**src/hw/rtl/clcd_pkg.sv**
```systemverilog
// clcd_pkg: shared types and constants of the character LCD expander driver.
// No dependencies.

package clcd_pkg;

    typedef enum logic [3:0] {
        OP_NIBBLE    = 4'd0,
        OP_CLEAR     = 4'd1,
        OP_HOME      = 4'd2,
        OP_MOVE      = 4'd3,
        OP_BACKLIGHT = 4'd4,
        OP_GLYPH_SEL = 4'd5,
        OP_GLYPH_ROW = 4'd6,
        OP_PUT_CHAR  = 4'd7,
        OP_CLEAR_EOL = 4'd8,
        OP_RAW_CMD   = 4'd9
    } op_t;

    typedef enum logic [1:0] {
        S_IDLE = 2'd0,
        S_EXEC = 2'd1,
        S_OUT  = 2'd2
    } state_t;

    // controller -> datapath
    typedef struct packed {
        logic load;   // capture accepted item
        logic exec;   // build one port byte group, update state
    } cmd_t;

    // datapath -> controller
    typedef struct packed {
        logic last;   // group in the output register closes the item
    } stat_t;

    localparam logic [1:0] CFG_LINE_COUNT   = 2'd0;
    localparam logic [1:0] CFG_COLUMN_COUNT = 2'd1;

    localparam logic [2:0] LINE_COUNT_RST   = 3'd2;
    localparam logic [5:0] COLUMN_COUNT_RST = 6'd16;

    localparam logic [7:0] PIN_RS = 8'h01;
    localparam logic [7:0] PIN_E  = 8'h04;

    localparam logic [7:0] CMD_CLEAR  = 8'h01;
    localparam logic [7:0] CMD_HOME   = 8'h02;
    localparam logic [7:0] CMD_CGRAM  = 8'h40;
    localparam logic [7:0] CMD_DDRAM  = 8'h80;
    localparam logic [7:0] CHAR_SPACE = 8'h20;

    localparam logic [2:0] BYTES_NONE   = 3'd0;
    localparam logic [2:0] BYTES_ONE    = 3'd1;
    localparam logic [2:0] BYTES_NIBBLE = 3'd2;
    localparam logic [2:0] BYTES_FULL   = 3'd4;

    // DDRAM start address of a display row
    function automatic logic [7:0] row_start(input logic [1:0] row,
                                             input logic [2:0] lines,
                                             input logic [5:0] cols);
        logic [7:0] addr;
        addr = 8'h00;
        if (row == 2'd1) begin
            addr = 8'h40;
        end else if (row[1] && lines == 3'd4) begin
            if (cols == 6'd16) begin
                addr = row[0] ? 8'h50 : 8'h10;
            end else if (cols == 6'd20) begin
                addr = row[0] ? 8'h54 : 8'h14;
            end
        end
        return addr;
    endfunction

endpackage

```
**src/hw/rtl/clcd_ctrl.sv**
```systemverilog
// clcd_ctrl: sequencing FSM for the character LCD expander driver.
// Depends on clcd_pkg.

module clcd_ctrl (
    input  logic            clk,
    input  logic            rst_n,
    input  logic            in_valid,
    output logic            in_ready,
    output logic            out_valid,
    input  logic            out_ready,
    input  clcd_pkg::stat_t stat,
    output clcd_pkg::cmd_t  cmd
);

    clcd_pkg::state_t state_reg;
    clcd_pkg::state_t state_next;

    always_ff @(posedge clk or negedge rst_n)
    begin
        if (!rst_n)
        begin
            state_reg <= clcd_pkg::S_IDLE;
        end
        else
        begin
            state_reg <= state_next;
        end
    end

    always_comb
    begin
        state_next = state_reg;
        unique case (state_reg)
            clcd_pkg::S_IDLE:
            begin
                if (in_valid)
                begin
                    state_next = clcd_pkg::S_EXEC;
                end
            end
            clcd_pkg::S_EXEC:
            begin
                state_next = clcd_pkg::S_OUT;
            end
            clcd_pkg::S_OUT:
            begin
                if (out_ready)
                begin
                    state_next = stat.last ? clcd_pkg::S_IDLE : clcd_pkg::S_EXEC;
                end
            end
            default:
            begin
                state_next = clcd_pkg::S_IDLE;
            end
        endcase
    end

    always_comb
    begin
        in_ready  = 1'b0;
        out_valid = 1'b0;
        cmd       = '0;
        unique case (state_reg)
            clcd_pkg::S_IDLE:
            begin
                in_ready = 1'b1;
                cmd.load = in_valid;
            end
            clcd_pkg::S_EXEC:
            begin
                cmd.exec = 1'b1;
            end
            clcd_pkg::S_OUT:
            begin
                out_valid = 1'b1;
            end
            default:
            begin
                in_ready = 1'b0;
            end
        endcase
    end

endmodule

```
**src/hw/rtl/clcd_dp.sv**
```systemverilog
// clcd_dp: geometry registers, port shadow, cursor and result register.
// Depends on clcd_pkg.

module clcd_dp #(
    parameter int MAX_ROWS    = 4,
    parameter int MAX_COLUMNS = 40
) (
    input  logic            clk,
    input  logic            rst_n,
    input  clcd_pkg::cmd_t  cmd,
    output clcd_pkg::stat_t stat,
    input  logic            cfg_valid,
    output logic            cfg_ready,
    input  logic [1:0]      cfg_index,
    input  logic [5:0]      cfg_data,
    input  logic [3:0]      op,
    input  logic [1:0]      row,
    input  logic [5:0]      col,
    input  logic [7:0]      data_byte,
    input  logic            backlight_on,
    input  logic [2:0]      glyph_index,
    output logic [2:0]      byte_count,
    output logic [7:0]      port_byte_0,
    output logic [7:0]      port_byte_1,
    output logic [7:0]      port_byte_2,
    output logic [7:0]      port_byte_3,
    output logic            last,
    output logic            rejected
);

    localparam logic [5:0] COL_MAX = 6'(MAX_COLUMNS);
    localparam logic [2:0] ROW_MAX = 3'(MAX_ROWS);

    // captured item
    logic [3:0] op_reg;
    logic [1:0] row_reg;
    logic [5:0] col_reg;
    logic [7:0] data_reg;
    logic       bl_reg;
    logic [2:0] glyph_reg;

    logic [2:0] line_count_reg;
    logic [5:0] column_count_reg;

    logic [7:0] shadow_reg, shadow_next;
    logic [5:0] cur_col_reg, cur_col_next;
    logic [1:0] cur_row_reg, cur_row_next;

    logic [2:0] cnt_reg, cnt_next;
    logic [7:0] b0_reg, b0_next;
    logic [7:0] b1_reg, b1_next;
    logic [7:0] b2_reg, b2_next;
    logic [7:0] b3_reg, b3_next;
    logic       last_reg, last_next;
    logic       rej_reg, rej_next;

    logic [5:0] col_lim;
    logic [2:0] row_lim;
    logic [5:0] cur_col_inc;
    logic [7:0] move_addr;
    logic       send_rs;
    logic [7:0] send_val;
    logic [7:0] rs_shadow;
    logic [7:0] hi_byte;
    logic [7:0] lo_byte;
    logic [7:0] nib_byte;
    logic [7:0] bl_byte;

    assign cfg_ready = 1'b1;

    always_ff @(posedge clk or negedge rst_n)
    begin
        if (!rst_n)
        begin
            line_count_reg   <= clcd_pkg::LINE_COUNT_RST;
            column_count_reg <= clcd_pkg::COLUMN_COUNT_RST;
        end
        else if (cfg_valid)
        begin
            if (cfg_index == clcd_pkg::CFG_LINE_COUNT)
            begin
                line_count_reg <= cfg_data[2:0];
            end
            else if (cfg_index == clcd_pkg::CFG_COLUMN_COUNT)
            begin
                column_count_reg <= cfg_data;
            end
        end
    end

    always_ff @(posedge clk)
    begin
        if (cmd.load)
        begin
            op_reg    <= op;
            row_reg   <= row;
            col_reg   <= col;
            data_reg  <= data_byte;
            bl_reg    <= backlight_on;
            glyph_reg <= glyph_index;
        end
    end

    assign col_lim     = (column_count_reg > COL_MAX) ? COL_MAX : column_count_reg;
    assign row_lim     = (line_count_reg > ROW_MAX) ? ROW_MAX : line_count_reg;
    assign cur_col_inc = 6'(cur_col_reg + 6'd1);
    assign move_addr   = 8'(clcd_pkg::row_start(row_reg, line_count_reg, column_count_reg)
                         + {2'b00, col_reg}) | clcd_pkg::CMD_DDRAM;

    // byte to send and its RS level
    always_comb
    begin
        send_rs  = 1'b1;
        send_val = data_reg;
        unique case (clcd_pkg::op_t'(op_reg))
            clcd_pkg::OP_CLEAR:     begin send_rs = 1'b0; send_val = clcd_pkg::CMD_CLEAR; end
            clcd_pkg::OP_HOME:      begin send_rs = 1'b0; send_val = clcd_pkg::CMD_HOME; end
            clcd_pkg::OP_MOVE:      begin send_rs = 1'b0; send_val = move_addr; end
            clcd_pkg::OP_GLYPH_SEL:
            begin
                send_rs  = 1'b0;
                send_val = clcd_pkg::CMD_CGRAM | {2'b00, glyph_reg, 3'b000};
            end
            clcd_pkg::OP_RAW_CMD:   begin send_rs = 1'b0; send_val = data_reg; end
            clcd_pkg::OP_CLEAR_EOL: begin send_rs = 1'b1; send_val = clcd_pkg::CHAR_SPACE; end
            default:                begin send_rs = 1'b1; send_val = data_reg; end
        endcase
    end

    assign rs_shadow = {shadow_reg[7:1], send_rs};
    assign hi_byte   = {send_val[7:4], rs_shadow[3:0]};
    assign lo_byte   = {send_val[3:0], rs_shadow[3:0]};
    assign nib_byte  = {data_reg[7:4], shadow_reg[3:0]};
    assign bl_byte   = {shadow_reg[7:4], bl_reg, shadow_reg[2:0]};

    always_comb
    begin
        shadow_next  = shadow_reg;
        cur_col_next = cur_col_reg;
        cur_row_next = cur_row_reg;
        cnt_next     = clcd_pkg::BYTES_FULL;
        b0_next      = hi_byte | clcd_pkg::PIN_E;
        b1_next      = hi_byte;
        b2_next      = lo_byte | clcd_pkg::PIN_E;
        b3_next      = lo_byte;
        last_next    = 1'b1;
        rej_next     = 1'b0;
        unique case (clcd_pkg::op_t'(op_reg))
            clcd_pkg::OP_NIBBLE:
            begin
                shadow_next = nib_byte;
                cnt_next    = clcd_pkg::BYTES_NIBBLE;
                b0_next     = nib_byte | clcd_pkg::PIN_E;
                b1_next     = nib_byte;
                b2_next     = 8'h00;
                b3_next     = 8'h00;
            end
            clcd_pkg::OP_CLEAR, clcd_pkg::OP_HOME:
            begin
                shadow_next  = lo_byte;
                cur_col_next = 6'd0;
                cur_row_next = 2'd0;
            end
            clcd_pkg::OP_MOVE:
            begin
                if ({1'b0, row_reg} < row_lim && col_reg < col_lim)
                begin
                    shadow_next  = lo_byte;
                    cur_col_next = col_reg;
                    cur_row_next = row_reg;
                end
                else
                begin
                    cnt_next = clcd_pkg::BYTES_NONE;
                    rej_next = 1'b1;
                end
            end
            clcd_pkg::OP_BACKLIGHT:
            begin
                shadow_next = bl_byte;
                cnt_next    = clcd_pkg::BYTES_ONE;
                b0_next     = bl_byte;
                b1_next     = 8'h00;
                b2_next     = 8'h00;
                b3_next     = 8'h00;
            end
            clcd_pkg::OP_GLYPH_SEL, clcd_pkg::OP_GLYPH_ROW, clcd_pkg::OP_RAW_CMD:
            begin
                shadow_next = lo_byte;
            end
            clcd_pkg::OP_PUT_CHAR:
            begin
                if (cur_col_reg < col_lim)
                begin
                    shadow_next  = lo_byte;
                    cur_col_next = cur_col_inc;
                end
                else
                begin
                    cnt_next = clcd_pkg::BYTES_NONE;
                    rej_next = 1'b1;
                end
            end
            clcd_pkg::OP_CLEAR_EOL:
            begin
                // one space per pass; loop ends when the cursor hits the limit
                if (cur_col_reg < col_lim)
                begin
                    shadow_next  = lo_byte;
                    cur_col_next = cur_col_inc;
                    last_next    = !(cur_col_inc < col_lim);
                end
                else
                begin
                    cnt_next = clcd_pkg::BYTES_NONE;
                end
            end
            default:
            begin
                cnt_next = clcd_pkg::BYTES_NONE;
            end
        endcase
        if (cnt_next == clcd_pkg::BYTES_NONE)
        begin
            b0_next = 8'h00;
            b1_next = 8'h00;
            b2_next = 8'h00;
            b3_next = 8'h00;
        end
    end

    always_ff @(posedge clk or negedge rst_n)
    begin
        if (!rst_n)
        begin
            shadow_reg  <= 8'h00;
            cur_col_reg <= 6'd0;
            cur_row_reg <= 2'd0;
        end
        else if (cmd.exec)
        begin
            shadow_reg  <= shadow_next;
            cur_col_reg <= cur_col_next;
            cur_row_reg <= cur_row_next;
        end
    end

    always_ff @(posedge clk)
    begin
        if (cmd.exec)
        begin
            cnt_reg  <= cnt_next;
            b0_reg   <= b0_next;
            b1_reg   <= b1_next;
            b2_reg   <= b2_next;
            b3_reg   <= b3_next;
            last_reg <= last_next;
            rej_reg  <= rej_next;
        end
    end

    assign stat.last   = last_reg;
    assign byte_count  = cnt_reg;
    assign port_byte_0 = b0_reg;
    assign port_byte_1 = b1_reg;
    assign port_byte_2 = b2_reg;
    assign port_byte_3 = b3_reg;
    assign last        = last_reg;
    assign rejected    = rej_reg;

endmodule

```
**src/hw/rtl/char_lcd_expander_nibble_driver_top.sv**
```systemverilog
// Top level of the character LCD driver feeding an I2C port expander (4-bit mode).
// Each item is captured in idle, each group is built in the exec state and registered,
// then presented in the out state until taken; no new item is accepted until the
// last group of the item is taken, and clear to end of line builds one group per pass.
// Reset (rst_n, async low): 2 lines, 16 columns, port shadow and cursor zero.
// Depends on clcd_pkg, clcd_ctrl, clcd_dp.

module char_lcd_expander_nibble_driver_top #(
    parameter int MAX_ROWS    = 4,   // 1..4, caps line_count
    parameter int MAX_COLUMNS = 40   // 8..40, caps column_count
) (
    input  logic       clk,
    input  logic       rst_n,
    // configuration write channel
    input  logic       cfg_valid,
    output logic       cfg_ready,
    input  logic [1:0] cfg_index,
    input  logic [5:0] cfg_data,
    // request items
    input  logic       in_valid,
    output logic       in_ready,
    input  logic [3:0] op,
    input  logic [1:0] row,
    input  logic [5:0] col,
    input  logic [7:0] data_byte,
    input  logic       backlight_on,
    input  logic [2:0] glyph_index,
    // port byte group items
    output logic       out_valid,
    input  logic       out_ready,
    output logic [2:0] byte_count,
    output logic [7:0] port_byte_0,
    output logic [7:0] port_byte_1,
    output logic [7:0] port_byte_2,
    output logic [7:0] port_byte_3,
    output logic       last,
    output logic       rejected
);

    // Controller walks idle -> build -> present; clear to end of line
    // returns to build until the cursor reaches the column limit.
    clcd_pkg::cmd_t  cmd;
    clcd_pkg::stat_t stat;

    clcd_ctrl u_ctrl (
        .clk       (clk),
        .rst_n     (rst_n),
        .in_valid  (in_valid),
        .in_ready  (in_ready),
        .out_valid (out_valid),
        .out_ready (out_ready),
        .stat      (stat),
        .cmd       (cmd)
    );

    // Datapath holds the geometry, the port shadow (data nibble, BL, E, RW,
    // RS) and the cursor, and registers each group for the output side.
    clcd_dp #(
        .MAX_ROWS    (MAX_ROWS),
        .MAX_COLUMNS (MAX_COLUMNS)
    ) u_dp (
        .clk          (clk),
        .rst_n        (rst_n),
        .cmd          (cmd),
        .stat         (stat),
        .cfg_valid    (cfg_valid),
        .cfg_ready    (cfg_ready),
        .cfg_index    (cfg_index),
        .cfg_data     (cfg_data),
        .op           (op),
        .row          (row),
        .col          (col),
        .data_byte    (data_byte),
        .backlight_on (backlight_on),
        .glyph_index  (glyph_index),
        .byte_count   (byte_count),
        .port_byte_0  (port_byte_0),
        .port_byte_1  (port_byte_1),
        .port_byte_2  (port_byte_2),
        .port_byte_3  (port_byte_3),
        .last         (last),
        .rejected     (rejected)
    );

endmodule

```
**config.mk**
```make
export PLATFORM = sky130hd
export DESIGN_NAME = char_lcd_expander_nibble_driver_top
export DESIGN_NICKNAME = d
export VERILOG_FILES = /design/src/hw/rtl/clcd_pkg.sv /design/src/hw/rtl/clcd_ctrl.sv /design/src/hw/rtl/clcd_dp.sv /design/src/hw/rtl/char_lcd_expander_nibble_driver_top.sv
export SDC_FILE = /design/constraint.sdc
export NUM_CORES = 1
export LEC_CHECK = 0
export ABC_AREA = 1
export CAP_MARGIN = 5
export CORE_MARGIN = 3
export CORE_UTILIZATION = 60
export DETAILED_ROUTE_END_ITERATION = 6
export DONT_BUFFER_PORTS = 1
export PLACE_DENSITY = 0.77
export RECOVER_POWER = 100
export SYNTH_ARGS = -nofsm -noshare
export SYNTH_HDL_FRONTEND = slang
export SYNTH_HIERARCHICAL = 1
export SYNTH_SLANG_ARGS = --single-unit
```
**constraint.sdc**
```tcl
create_clock -name clk -period 5.65 [get_ports clk]
set_input_delay 0.2825 -clock clk [delete_from_list [all_inputs] [get_ports clk]]
set_output_delay 0.2825 -clock clk [all_outputs]
set_load 0.02 [all_outputs]
```
==> run summary <==
The run finished, with violations left. The checks that failed: max-capacitance violations, max-slew violations. The H-tree generated during clock tree synthesis spans 3 levels.

The average instance in the mapped netlist occupies 9.01 um2. The tools report the placed wire-length estimate after detailed placement as 5920 um. The largest individual stage delay along the critical path comes from the cell sky130_fd_sc_hd__nor2_1. Yosys mapped the design onto 38 distinct sky130hd cell types. The worst endpoint required time was 5.72 ns. Grouping stages by cell kind, the critical path spends the most delay in simple AND/OR/NAND/NOR gates. The share of synthesized area in the top cell type comes to 36.9%.

The synthesized design contains 72 register bits. The tools report the overall overflow remaining after global route as 0. During placement, the flow inserted port buffers numbering 0.

In this run the cell area of the synthesized design comes to 3980 um2. Summed over all failing endpoints, the final setup total negative slack is 0 ns. Share of the clock period used by the worst path: 51.3%.

The count of flip-flops with a built-in enable after synthesis was 49. In this run the worst hold path is classified as in2reg. The most critical setup path has its startpoint at u_dp/column_count_reg[5]. The logs give 0 for the number of failing hold endpoints at the final stage and 0 for the number of failing setup endpoints in the final timing report. For the synthesized instance count, the log shows 442.

Number of antenna violations at the first check in global routing: 0. The critical path in this run is classified as reg2reg. The mean number of vias per cell was 5.55; the iteration-0 DRC count of the detailed router was 186. In this run the most critical hold path is launched from op[2]. For this block, the routed nets add up to 7700 um of wire. After detailed placement, the total cell area comes to 3970 um2. The most frequent cell after synthesis is sky130_fd_sc_hd__nand2_1. The share of synthesized flip-flops with an asynchronous set or reset is 31.9%. The first-pass GRT wire length came out at 12,700 um. The clock period could shrink to 2.90 ns. Global routing used 21.9% of the available tracks across all layers. The design draws 0.00180 W. For this run, the leading register cell type out of synthesis is sky130_fd_sc_hd__edfxtp_1. The die covers 7650 um2. The tools report the count of pins on the block boundary as 77. The most numerous cell type found on the critical path is sky130_fd_sc_hd__nor2_1. TritonCTS built the clock tree. By count the netlist is led by sky130_fd_sc_hd__nand2_1 (115), sky130_fd_sc_hd__inv_1 (52), sky130_fd_sc_hd__edfxtp_1 (49), sky130_fd_sc_hd__nor2_1 (42), sky130_fd_sc_hd__nand3_1 (26).

The worst setup path is captured at a register. Counting along the longest clock path gives a buffer depth of 2. The highest achievable clock rate is 345 MHz, and the slew of the pin with the lowest slew margin is 1.58 ns. Entering global routing, the biggest net connects 34 pins.

At the later pin of the worst-skew pair, clock insertion delay measures 0.34 ns. For the initial core utilization, the log shows 62.4%. Biggest area consumer among synthesized cells: sky130_fd_sc_hd__edfxtp_1.

At the worst endpoint, the arrival time is 2.97 ns. In the routed design, unresolved DRC markers number 0. The number of core rows is 29. Cell chosen for the clock root: sky130_fd_sc_hd__clkbuf_8. Counting every sink on the clock net gives 72. Peak ir drop on the vdd network: 353 uV. The maximum net fanout on the critical path is 10. The Yosys step of the flow raised 6 warnings. Walking the worst path, the cells encountered are inv_1 > nor2_1 > nand2_1 > nand2_1 > ha_1 > o21ai_0 > nor2_1 > nand2_1 > nand3_1 > nand3_1 > nor2_1 > nor2_1. The register with the most flip-flops in the layout has 8 of them. In the final layout, the share of cells above drive strength 1 is 7.40%.

Clock skew on the completed layout was measured at 0.00766 ns. The logs give 0 for the post-detailed-route count of antenna-violating nets and 51.4% for the sequential share of the synthesized area. The tools report the category of the worst setup path launch point as a register. The overall die width is 87.5 um. Die height: 87.5 um. The number of buffers and inverters on the critical path is 1. The power per unit of standard cell area came out at 443 nW/um2. The count of max-cap constraint violations is 1. The tools report the via count of the first global-routing pass as 2,709.

Setup repair after global routing left no endpoint under its margin. For this run, the detailed router's first-pass iteration total came to 5. The area growth from synthesis to layout is 1.76%. After routing the design area is 4050 um2.

Clock tree synthesis inserted a total of 9 buffers. The logs give 2,903 for the number of vias after detailed routing and 0.920 for the final weighted congestion of routability-driven global placement. The per-cell routed wire length works out to 14.7 um.

Sorting the synthesized cells by area gives the leading types as sky130_fd_sc_hd__edfxtp_1 (37%), sky130_fd_sc_hd__dfrtp_1 (13%), sky130_fd_sc_hd__nand2_1 (11%), sky130_fd_sc_hd__ha_1 (5.3%), sky130_fd_sc_hd__inv_1 (4.9%). The delay of the slowest critical-path stage is 0.58 ns, and the number of antenna cells inserted is 0. The total setup buffers inserted after CTS is 0, and the layout net count is 495.

The number of pins exceeding their max-slew limit in the final report was 34; the clock edge transition at the registers on the reported setup and hold paths was 0.07 ns. The analysis attributes to cell leakage a power of 1.91 nW. The floorplan step defined a core boundary enclosing 6390 um2.

Measured against its own limit, the worst slew margin works out to -5.54%. The startpoint identified for the worst register-to-register timing path is u_dp/column_count_reg[5].
timing repair:
item                      4_1_cts  5_1_grt
hold buffers                    1        0
hold endpoints to repair       23        0
gates resized for setup         0        0
final timing paths:
| check | endpoint | slack [ns] | depth (start not counted) |
|---|---|---|---|
| worst min-delay path | u_dp/op_reg[2] | 0.03 | 0 |
| max in group asynchronous | u_ctrl/state_reg[1] | 4.41 | 1 |
| worst max-delay path | u_dp/port_byte_1[0] | 2.75 | 12 |
| min in group asynchronous | u_dp/line_count_reg[0] | 0.59 | 1 |
| worst min register to register | u_dp/shadow_reg[0] | 0.48 | 2 |
| worst max register to register | u_dp/port_byte_1[0] | 2.75 | 12 |
logic make-up (layout without fill, tap and decap cells):
group	count (synthesis)	count (layout)	share of synthesized area [%]
other cells	2	7	0.189
xor+xnor	2	2	0.440
flops	72	72	51.4
mux	1	1	0.283
simple gates	222	222	25.8
fa+ha+maj	17	17	5.34
compound gates	49	49	7.22
buf+inv	77	76	9.23
cells in the final DEF, fill, tap and decap left out, types with 5 or more instances in the layout:
cell / count
sky130_fd_sc_hd__conb_1: 7
sky130_fd_sc_hd__nand3_1: 29
sky130_fd_sc_hd__nand2_1: 116
sky130_fd_sc_hd__nor2_2: 5
sky130_fd_sc_hd__nor2_1: 45
sky130_fd_sc_hd__clkbuf_8: 9
sky130_fd_sc_hd__nand4_1: 14
sky130_fd_sc_hd__edfxtp_1: 49
sky130_fd_sc_hd__clkbuf_1: 5
sky130_fd_sc_hd__inv_2: 5
sky130_fd_sc_hd__o21ai_0: 23
sky130_fd_sc_hd__a21oi_1: 14
sky130_fd_sc_hd__inv_1: 52
sky130_fd_sc_hd__dfrtp_1: 21
sky130_fd_sc_hd__ha_1: 17
power breakdown:
group | internal (W) | switching (W) | total, W | leakage [nW]
Clock | 0.000157 | 0.000173 | 0.000329 | 0.0778
Combinational | 0.000152 | 0.000352 | 0.000504 | 1.08
Sequential | 0.000766 | 0.000198 | 0.000964 | 0.750
Total | 0.00107 | 0.000722 | 0.00180 | 1.91
area by class of cell:
class / instances / area, um2
inverter: 57 / 214
clock inverter: 4 / 21.3
fill: 545 / 2330
multi-input combinational: 298 / 1520
sequential: 72 / 2050
clock buffer: 12 / 135
tap: 77 / 96.3
timing repair buffer: 3 / 17.5
per-stage QoR:
step           setup WS (ns)  hold WS (ns)  utilization [%]  instances
2_1_floorplan           3.06       -0.0131                -        447
3_3_place_gp            3.21       -0.0125             62.1        506
3_5_place_dp            3.15       -0.0125             62.1        506
4_1_cts                 3.13        0.0122             64.7        523
5_1_grt                 2.38       0.00763             63.5        523
6_report                2.75        0.0337             63.5        523
worst register-to-register path, delay by kind of cell (launching register included):
| kind | cells | cell delay (ns) |
|---|---|---|
| buffers and inverters | 1 | 0.21 |
| adder cells (fa/ha/maj) | 1 | 0.29 |
| AO/OA/AOI/OAI | 1 | 0.07 |
| flip-flops | 1 | 0.39 |
| AND/OR/NAND/NOR | 9 | 1.66 |
per-layer routing:
metal,GRT usage [%],share of wire [%],vias up
li1,-,-,1440
met1,30.6,46,1331
met2,33.4,45,122
met3,5.49,7.4,10
met4,7.25,1.4,0
met5,0,0,-
(Power assumes the default switching activity.)
